==> config.mk <==
export PLATFORM = sky130hd
export DESIGN_NAME = servo_status_packet_parser_top
export DESIGN_NICKNAME = d
export VERILOG_FILES = /design/src/rtl/core/sspp_pkg.sv /design/src/rtl/core/servo_status_packet_parser_top.sv /design/src/rtl/core/sspp_parser.sv
export VERILOG_INCLUDE_DIRS = /design/src /design/src/rtl/core
export SDC_FILE = /design/constraint.sdc
export NUM_CORES = 1
export LEC_CHECK = 0
export BUFFER_PORTS_ARGS = -buffer_cell sky130_fd_sc_hd__buf_2
export CAP_MARGIN = 40
export CORE_UTILIZATION = 46
export CTS_BUF_LIST = sky130_fd_sc_hd__clkbuf_8
export DETAILED_ROUTE_END_ITERATION = 8
export HOLD_SLACK_MARGIN = 0.03
export PLACE_DENSITY_LB_ADDON = 0.15
export SETUP_SLACK_MARGIN = 0.1
export SLEW_MARGIN = 20
export SYNTH_ARGS = -nofsm -noshare
export SYNTH_HDL_FRONTEND = slang
export SYNTH_SLANG_ARGS = --single-unit
==> constraint.sdc <==
create_clock -name clk -period 3.6 [get_ports clk]
set_clock_uncertainty 0.05 [all_clocks]
set_input_delay 0.54 -clock clk [delete_from_list [all_inputs] [get_ports clk]]
set_output_delay 0.54 -clock clk [all_outputs]
set_load 0.005 [all_outputs]
==> src/rtl/core/assert_macros.svh <==
// ----------------------------------------------------------------------------
// Assertion macros
// Shared concurrent assertion forms; define NO_ASSERTIONS to drop them.
// ----------------------------------------------------------------------------
`ifndef ASSERT_MACROS_SVH
`define ASSERT_MACROS_SVH

`ifndef NO_ASSERTIONS

// Antecedent implies consequent in the same cycle.
`define ASSERT_IMPL(label, clk, rst_n, ante, cons) \
    label: assert property (@(posedge clk) disable iff (!rst_n) (ante) |-> (cons)) \
        else $error("assertion failed");

// Antecedent implies consequent in the next cycle.
`define ASSERT_NEXT(label, clk, rst_n, ante, cons) \
    label: assert property (@(posedge clk) disable iff (!rst_n) (ante) |=> (cons)) \
        else $error("assertion failed");

`else

`define ASSERT_IMPL(label, clk, rst_n, ante, cons)
`define ASSERT_NEXT(label, clk, rst_n, ante, cons)

`endif

`endif

==> src/rtl/core/sspp_pkg.sv <==
// ----------------------------------------------------------------------------
// Servo status packet parser package
// Shared phase codes, constants and the per-byte result type.
// ----------------------------------------------------------------------------
`default_nettype none

package sspp_pkg;

    // Header byte that opens every status packet.
    localparam logic [7:0] HEADER_BYTE = 8'hFF;

    // Length bytes that do not count as parameters (error byte and checksum).
    localparam logic [7:0] LEN_OVERHEAD = 8'd2;

    // Parse phases, one-hot encoded.
    typedef enum logic [5:0] {
        PH_IDLE = 6'b000001,
        PH_HDR1 = 6'b000010,
        PH_HDR2 = 6'b000100,
        PH_LEN  = 6'b001000,
        PH_ERR  = 6'b010000,
        PH_BODY = 6'b100000
    } sspp_phase_t;

    // Result produced for one received byte.
    typedef struct packed {
        logic       byte_accepted;
        logic       param_valid;
        logic [7:0] param_index;
        logic [7:0] param_byte;
        logic       frame_done;
        logic       checksum_ok;
        logic [7:0] servo_id;
        logic [7:0] error_flags;
        logic [7:0] param_count;
    } sspp_result_t;

endpackage

`default_nettype wire

==> src/rtl/core/servo_status_packet_parser_top.sv <==
// ----------------------------------------------------------------------------
// Servo status packet parser
// Parses servo status packets one received byte per request.
// ----------------------------------------------------------------------------
// Usage:
// Each input request carries one received byte on rx_byte (in_valid/in_ready).
// Every byte yields exactly one result request on the output channel
// (out_valid/out_ready): header acceptance, parameter byte with its index,
// frame done with checksum check, and the stored id, error and parameter count.
// From input acceptance to the result: the byte is registered in the input
// register, parsed by the state machine, and the result is registered in the
// result register, which drives out_valid and the result ports.
// Throughput is one byte per cycle while results are taken; the input and
// result registers let a new byte enter while a finished result waits to be taken.
// When the receiver stalls, the result register holds, the input register
// fills, and in_ready drops until the result is taken.
// Reset clears both stage valid flags and puts the parser in idle, waiting
// for the first header byte, with id, length, error, counter and sum at zero.
// ----------------------------------------------------------------------------
`default_nettype none

`include "assert_macros.svh"

module servo_status_packet_parser_top (
    input  wire logic       clk,
    input  wire logic       rst_n,
    input  wire logic       in_valid,
    output logic            in_ready,
    input  wire logic [7:0] rx_byte,
    output logic            out_valid,
    input  wire logic       out_ready,
    output logic            byte_accepted,
    output logic            param_valid,
    output logic [7:0]      param_index,
    output logic [7:0]      param_byte,
    output logic            frame_done,
    output logic            checksum_ok,
    output logic [7:0]      servo_id,
    output logic [7:0]      error_flags,
    output logic [7:0]      param_count
);
    import sspp_pkg::*;

    logic         in_valid_reg;
    logic [7:0]   in_byte_reg;
    logic         out_valid_reg;
    sspp_result_t out_reg;
    sspp_result_t result;
    logic         out_free;
    logic         advance;

    // Pipeline flow control.
    assign out_free = !out_valid_reg || out_ready;
    assign advance  = in_valid_reg && out_free;
    assign in_ready = !in_valid_reg || advance;

    // Input stage valid flag.
    always_ff @(posedge clk or negedge rst_n)
    begin
        if (!rst_n)
        begin
            in_valid_reg <= 1'b0;
        end
        else if (in_ready)
        begin
            in_valid_reg <= in_valid;
        end
    end

    // Input byte register.
    always_ff @(posedge clk)
    begin
        if (in_ready && in_valid)
        begin
            in_byte_reg <= rx_byte;
        end
    end

    sspp_parser u_parser (
        .clk     (clk),
        .rst_n   (rst_n),
        .step    (advance),
        .rx_byte (in_byte_reg),
        .result  (result)
    );

    // Result stage valid flag.
    always_ff @(posedge clk or negedge rst_n)
    begin
        if (!rst_n)
        begin
            out_valid_reg <= 1'b0;
        end
        else if (out_free)
        begin
            out_valid_reg <= in_valid_reg;
        end
    end

    // Result register.
    always_ff @(posedge clk)
    begin
        if (advance)
        begin
            out_reg <= result;
        end
    end

    // Output ports.
    assign out_valid     = out_valid_reg;
    assign byte_accepted = out_reg.byte_accepted;
    assign param_valid   = out_reg.param_valid;
    assign param_index   = out_reg.param_index;
    assign param_byte    = out_reg.param_byte;
    assign frame_done    = out_reg.frame_done;
    assign checksum_ok   = out_reg.checksum_ok;
    assign servo_id      = out_reg.servo_id;
    assign error_flags   = out_reg.error_flags;
    assign param_count   = out_reg.param_count;

    // A byte is either a parameter or the closing checksum, never both.
    `ASSERT_IMPL(a_param_not_done, clk, rst_n, out_valid_reg && out_reg.param_valid, !out_reg.frame_done)
    // A checksum match is only reported on a closing byte.
    `ASSERT_IMPL(a_ok_needs_done, clk, rst_n, out_valid_reg && out_reg.checksum_ok, out_reg.frame_done)
    // A rejected header byte carries no parameter and closes no frame.
    `ASSERT_IMPL(a_reject_clean, clk, rst_n, out_valid_reg && !out_reg.byte_accepted, !out_reg.param_valid && !out_reg.frame_done)
    // A held input byte is consumed as soon as the result stage frees up.
    `ASSERT_NEXT(a_drain, clk, rst_n, in_valid_reg && !out_valid_reg, out_valid_reg)

endmodule

`default_nettype wire

==> src/rtl/core/sspp_parser.sv <==
// ----------------------------------------------------------------------------
// Servo status packet parser state machine
// Holds the packet state and forms the result for the byte presented.
// ----------------------------------------------------------------------------
`default_nettype none

module sspp_parser (
    input  wire logic                  clk,
    input  wire logic                  rst_n,
    input  wire logic                  step,
    input  wire logic [7:0]            rx_byte,
    output sspp_pkg::sspp_result_t     result
);
    import sspp_pkg::*;

    sspp_phase_t phase_reg, phase_next;
    logic [7:0]  id_reg, id_next;
    logic [7:0]  len_reg, len_next;
    logic [7:0]  code_reg, code_next;
    logic [7:0]  cnt_reg, cnt_next;
    logic [7:0]  sum_reg, sum_next;
    logic [7:0]  expected_cur;
    logic [7:0]  sum_add;

    // Parameter bytes carried by the current packet length.
    assign expected_cur = (len_reg > LEN_OVERHEAD) ? (len_reg - LEN_OVERHEAD) : 8'd0;
    assign sum_add      = sum_reg + rx_byte;

    // Next state and result for the presented byte.
    always_comb
    begin
        phase_next = phase_reg;
        id_next    = id_reg;
        len_next   = len_reg;
        code_next  = code_reg;
        cnt_next   = cnt_reg;
        sum_next   = sum_reg;

        result               = '0;
        result.byte_accepted = 1'b1;

        case (phase_reg)
            PH_IDLE:
            begin
                if (rx_byte == HEADER_BYTE)
                begin
                    phase_next = PH_HDR1;
                end
                else
                begin
                    result.byte_accepted = 1'b0;
                end
            end
            PH_HDR1:
            begin
                if (rx_byte == HEADER_BYTE)
                begin
                    phase_next = PH_HDR2;
                end
                else
                begin
                    result.byte_accepted = 1'b0;
                    phase_next           = PH_IDLE;
                end
            end
            PH_HDR2:
            begin
                id_next    = rx_byte;
                sum_next   = rx_byte;
                cnt_next   = 8'd0;
                phase_next = PH_LEN;
            end
            PH_LEN:
            begin
                len_next   = rx_byte;
                sum_next   = sum_add;
                phase_next = PH_ERR;
            end
            PH_ERR:
            begin
                code_next  = rx_byte;
                sum_next   = sum_add;
                cnt_next   = 8'd0;
                phase_next = PH_BODY;
            end
            PH_BODY:
            begin
                if (cnt_reg < expected_cur)
                begin
                    result.param_valid = 1'b1;
                    result.param_index = cnt_reg;
                    result.param_byte  = rx_byte;
                    sum_next           = sum_add;
                    cnt_next           = cnt_reg + 8'd1;
                end
                else
                begin
                    result.frame_done  = 1'b1;
                    result.checksum_ok = (~sum_reg == rx_byte);
                    cnt_next           = 8'd0;
                    phase_next         = PH_IDLE;
                end
            end
            default:
            begin
                phase_next = PH_IDLE;
            end
        endcase

        // Stored fields are reported after this byte's update.
        result.servo_id    = id_next;
        result.error_flags = code_next;
        result.param_count = (len_next > LEN_OVERHEAD) ? (len_next - LEN_OVERHEAD) : 8'd0;
    end

    // Packet state registers, updated when a byte is consumed.
    always_ff @(posedge clk or negedge rst_n)
    begin
        if (!rst_n)
        begin
            phase_reg <= PH_IDLE;
            id_reg    <= 8'd0;
            len_reg   <= 8'd0;
            code_reg  <= 8'd0;
            cnt_reg   <= 8'd0;
            sum_reg   <= 8'd0;
        end
        else if (step)
        begin
            phase_reg <= phase_next;
            id_reg    <= id_next;
            len_reg   <= len_next;
            code_reg  <= code_next;
            cnt_reg   <= cnt_next;
            sum_reg   <= sum_next;
        end
    end

endmodule

`default_nettype wire
# == Word level (Yosys, flattened, before mapping) ==
# Cells that the tools add are included.
# totals
register_bits,100
in_bits,12
output_inout_bits,46
# classes
addsub,4
magnitude_cmp,3
n_eq_ne,11
n_mux,15
bitwise,2
n_reduce_logical,16
# op_table
operator,count
8-bit 2-to-1 mux,6
6-bit case mux with 6 select lines,1
8-bit case mux with 3 select lines,1
17-bit 2-to-1 mux,1
8-bit by 2-bit > comparator with 1-bit output (second input constant),2
8-bit case mux with 2 select lines,1
8-bit by 2-bit subtractor with 8-bit output (second input constant),2
6-bit 2-to-1 mux,2
8-bit by 1-bit adder with 8-bit output (second input constant),1
8-bit adder,1
8-bit == test,1
8-bit == test (second input constant),1
8-bit less-than comparator,1
8-bit inverter,1
2-bit OR reduction,4
6-bit by 1-bit == test with 1-bit output (second input constant),1
6-bit by 2-bit == test with 1-bit output (second input constant),1
6-bit by 3-bit == test with 1-bit output (second input constant),1
6-bit by 4-bit == test with 1-bit output (second input constant),1
6-bit by 5-bit == test with 1-bit output (second input constant),1
6-bit == test (second input constant),1
3-bit AND reduction,2
2-bit by 1-bit != test with 1-bit output (second input constant),2
2-bit AND reduction,2
10 further kinds,13

# == Depth between registers and ports, before layout ==
# logic_depth
word_depth,5
depth_mapped,15
mapped_depth_nobuf,13

# == By module ==
# Synthesis repeated with hierarchy kept, for this count alone.
# unflattened
cells_unflattened,442
hier_area_um2,4993.5
# by_module_without_submodules
mod,n_inst,cells_each,area_each_um2
sspp_parser,1,382,3328.2
servo_status_packet_parser_top,1,60,1665.3

# == Worst setup path after synthesis ==
# OpenSTA, ideal clock, no wires.
# synth_timing
kind,input to register
startpoint,input out_ready
endpoint,register out_reg (netlist bit byte_accepted) (enable)
setup_ns,0.425
arrival_time_ns,2.662
required_ns,3.125
path_slack_ns,0.463
stages,5
path_buffers,2
cell_sequence,nand2b_1 -> nand2_1 -> inv_1 -> clkbuf_1 -> buf_1
# synth_between
elab_chain_cells,2
# synth_lines
element,line,text
"start, declared",servo_status_packet_parser_top.sv:31,"input wire logic out_ready,"
1-bit logical OR,servo_status_packet_parser_top.sv:53,assign out_free = !out_valid_reg || out_ready;
1-bit logical AND,servo_status_packet_parser_top.sv:54,assign advance = in_valid_reg && out_free;
named net advance,servo_status_packet_parser_top.sv:50,logic advance;
"end signal, assigned",servo_status_packet_parser_top.sv:105,out_reg <= result;
"end, declared",servo_status_packet_parser_top.sv:47,sspp_result_t out_reg;
# The timed path passes the listed nets, and every way through them passes these cells.
# A chain may end at the register's enable or synchronous reset.

# == Worst setup path in the final report ==
# layout_timing
startpoint,register u_parser.len_reg[1]
endpoint,register u_parser.cnt_reg[5]
# layout_between
elab_chain_cells,5
# layout_lines
element,line,text
"start, declared",sspp_parser.sv:18,"logic [7:0] len_reg, len_next;"
"start signal, assigned",sspp_parser.sv:132,len_reg <= len_next;
8-bit by 2-bit subtractor with 8-bit output / 8-bit by 2-bit > comparator with 1-bit output (equally long branches),sspp_parser.sv:26,assign expected_cur = (len_reg > LEN_OVERHEAD) ? (len_reg - LEN_OVERHEAD) : 8'd0;
8-bit 2-to-1 mux (*),sspp_parser.sv:26,
8-bit less-than comparator (*),sspp_parser.sv:88,if (cnt_reg < expected_cur)
8-bit 2-to-1 mux (*),sspp_parser.sv:88,
8-bit case mux with 2 select lines (*),sspp_parser.sv:42,case (phase_reg)
"end signal, assigned",sspp_parser.sv:134,cnt_reg <= cnt_next;
"end, declared",sspp_parser.sv:20,"logic [7:0] cnt_reg, cnt_next;"
# Mark *: on every way between the ends. The rest lies on a longest branch, timed or not.

==> key figures <==
STA
  • Min Hold Slack: 128 ps
  • Final hold vios: 0
  • Setup_tns: 0 ps
  • Fmax: 0.300 GHz
  • Slew HR: 44.3%
  • Final Max Tran Viols: 0
  • Fin crit share: 92.5%
  • Final min period: between 3000 and 4000 ps
  • RSZ-0062 raised after global routing: no
  • Tightest Pin Transition: 832 ps
  • Setup Viol. Count Final: 0

Layout
  • Most frequent cells in the layout: buf_2 (57), nand2_1 (55), edfxtp_1 (52)
  • Core Util, Final: 54.9%
  • Antenna Cells: 0
  • # fillers: 930
  • Area grow syn2layout: 14.3%
  • Commonest non-fill, non-tap cell in the layout: buf_2
  • Nets@finish: between 500 and 600
  • Register Area: 0.00277 mm^2
  • Multi-input gate area: 0.00212 mm^2
  • Layout cells sized above 1: 24.4%

Synth
  • Syn Area/Cell: 11.2 um^2
  • Synthesized flop and latch total: 100
  • Ys async rst share: 48.0%
  • Number of flops mapped to enable cells by yosys: 52
  • Synth Instances: 450
  • Sequential area share after synthesis: 55.0%
  • Synth Flop Type: edfxtp_1
  • Mapped cell area: 0.00503 mm^2
  • Synth Warn #: 0
  • Synth unique cells: 53
  • Syn_nets: 480

Clocking
  • Root Buffer: clkbuf_8
  • Clock transition at path regs: 100 ps
  • CTS buffer count: 9
  • Hold buffer count at CTS: 0
  • CTS tree: built
  • Worst-Skew Late Latency: 380 ps
  • Clock buffer depth: 2
  • CTS H-tree depth: 3
  • Clock sinks: 100

Routing
  • # DRC: 0
  • Antenna Nets Post-Route: 0
  • Post-DR wirelength/cell: 16.7 um
  • DRT Pass-1 Iters: 4
  • Drt total wl: between 10000 and 15000 um
  • Via Count: 3599
  • DR iter-0 viols: roughly 210
  • Vias/cell: 5.51

Critical path
  • RR Startpoint: u_parser.len_reg[1]
  • Worst setup EP type: flip-flop
  • Critical register-to-register path endpoint: u_parser.cnt_reg[5]
  • Startpoint Class: flip-flop
  • CP Data Required Time: 3870 ps
  • Crit path arrival time: roughly 3600 ps
  • Critical Path Fanout Max: 8
  • Flop-to-flop setup slack: 270 ps
  • Critical path class: flip-flop to flip-flop
  • R2R cell count: 13

Floorplan
  • Die ar.: 0.0114 mm^2
  • I/O pin total: 58
  • Rows: 37
  • Die Y: between 100 and 150 um
  • Die width: 107 um
  • Core area: approximately 0.010 mm^2
  • Initial core utilization: 48.1%

Global routing
  • Initial antenna violation count: 0
  • Largest net degree at the start of global routing: 28
  • GRT Total Usage: 20.8%
  • Vias in the first global route: 3433
  • Wire length of the first global-routing pass: 17700 um
  • Remaining Overflow, GRT: 0

Pwr
  • VDD IR max: 272 uV
  • Pwr/cell area: 607 mW/mm^2
  • Leakage power: 2.68 nW

Placed design
  • Post-DP HPWL: 7450 um
  • RePlAce Congestion: 0.904
  • IO Port Bufs: 57

Flow run
  • Max_cap viols: 0

Min path
  • Hold Crit Class: input pin to async pin

Status
  • Status: complete, no violations
## cells by family after synthesis
family	Yosys count	synth area share [%]
buf+inv	36	2.86
xor+xnor	12	2.09
flops	100	55.0
compound gates	81	10.9
simple gates	162	15.7
fa+ha+maj	18	4.63
mux	41	8.86
## Yosys cell counts (all sizes together), types with 3 or more instances
| cell | instances | share of area [%] |
|---|---|---|
| a211oi | 4 | 0.60 |
| a21o | 4 | 0.60 |
| a21oi | 15 | 1.5 |
| a22o | 6 | 1.0 |
| a31oi | 3 | 0.37 |
| and2 | 4 | 0.50 |
| and3 | 20 | 2.5 |
| buf | 6 | 0.62 |
| clkbuf | 18 | 1.3 |
| dfrtp | 47 | 23 |
| edfxtp | 52 | 31 |
| ha | 17 | 4.2 |
| inv | 11 | 0.82 |
| mux2 | 28 | 6.3 |
| mux2i | 13 | 2.6 |
| nand2 | 55 | 4.1 |
| nand2b | 6 | 0.75 |
| nand3 | 11 | 1.1 |
| nand4 | 5 | 0.62 |
| nor2 | 32 | 2.4 |
| nor2b | 11 | 1.4 |
| nor3 | 8 | 0.90 |
| o211ai | 3 | 0.45 |
| o21ai | 28 | 2.8 |
| o41ai | 3 | 0.52 |
| xnor2 | 4 | 0.70 |
| xor2 | 8 | 1.4 |
## stage by stage
| stage | power [W] | cells | setup WS (ps) | cell area [um^2] |
|---|---|---|---|---|
| floorplan | 0.00238 | 450 | 463 | 5030 |
| global placement | 0.00266 | 634 | 388 | 5500 |
| detailed placement | 0.00270 | 634 | 252 | 5500 |
| CTS | 0.00350 | 650 | 208 | 5720 |
| global route | 0.00372 | 653 | 90.4 | 5740 |
| finish | 0.00348 | 653 | 270 | 5740 |
## metal layers
| metal | track usage [%] | vias to the layer above | share of wire [%] |
|---|---|---|---|
| li1 | - | 1745 | - |
| met1 | 27.8 | 1740 | 45 |
| met2 | 32.9 | 95 | 48 |
| met3 | 4.05 | 19 | 4.5 |
| met4 | 9.10 | 0 | 2.0 |
| met5 | 0 | - | 0 |
## worst max-delay path: stages, from the launching register on
cell and delay [ps]:
dfrtp_1 430, inv_1 110, ha_1 220, xor2_1 180, nand2_1 90, ha_1 210, or4b_1 480, a311o_1 330
a221oi_4 320, buf_4 170, nand2_1 100, clkinvlp_4 200, and2_2 230, a22o_1 150
## worst max-delay path by stage
stage,to,slack (ps),depth (start not counted),startpoint
finish,u_parser.cnt_reg[5],270,13,u_parser.len_reg[1]
global route,u_parser.cnt_reg[5],90,13,u_parser.len_reg[1]
CTS,u_parser.cnt_reg[5],210,13,u_parser.len_reg[2]
detailed placement,u_parser.cnt_reg[2],250,13,u_parser.len_reg[2]
global placement,u_parser.cnt_reg[5],390,13,u_parser.len_reg[2]
floorplan,byte_accepted,460,5,out_ready
## what timing repair did
item	CTS	global route
gates resized for setup	0	3
endpoints found under the setup margin	0	7
setup buffers	0	3
## layout make-up
type	instances	share of cell area (%)
Clock buffer	10	2.40
Clock inverter	6	1.42
Inverter	12	0.849
Multi-Input combinational cell	314	36.9
Sequential cell	100	48.1
Tap cell	136	2.96
Timing Repair Buffer	75	7.32
## power by group
| part | internal, W | switching [W] |
|---|---|---|
| logic | 0.000483 | 0.000588 |
| clock network | 0.000406 | 0.000384 |
| registers | 0.00146 | 0.000161 |
Note: power is estimated with default switching activity, not from simulation.
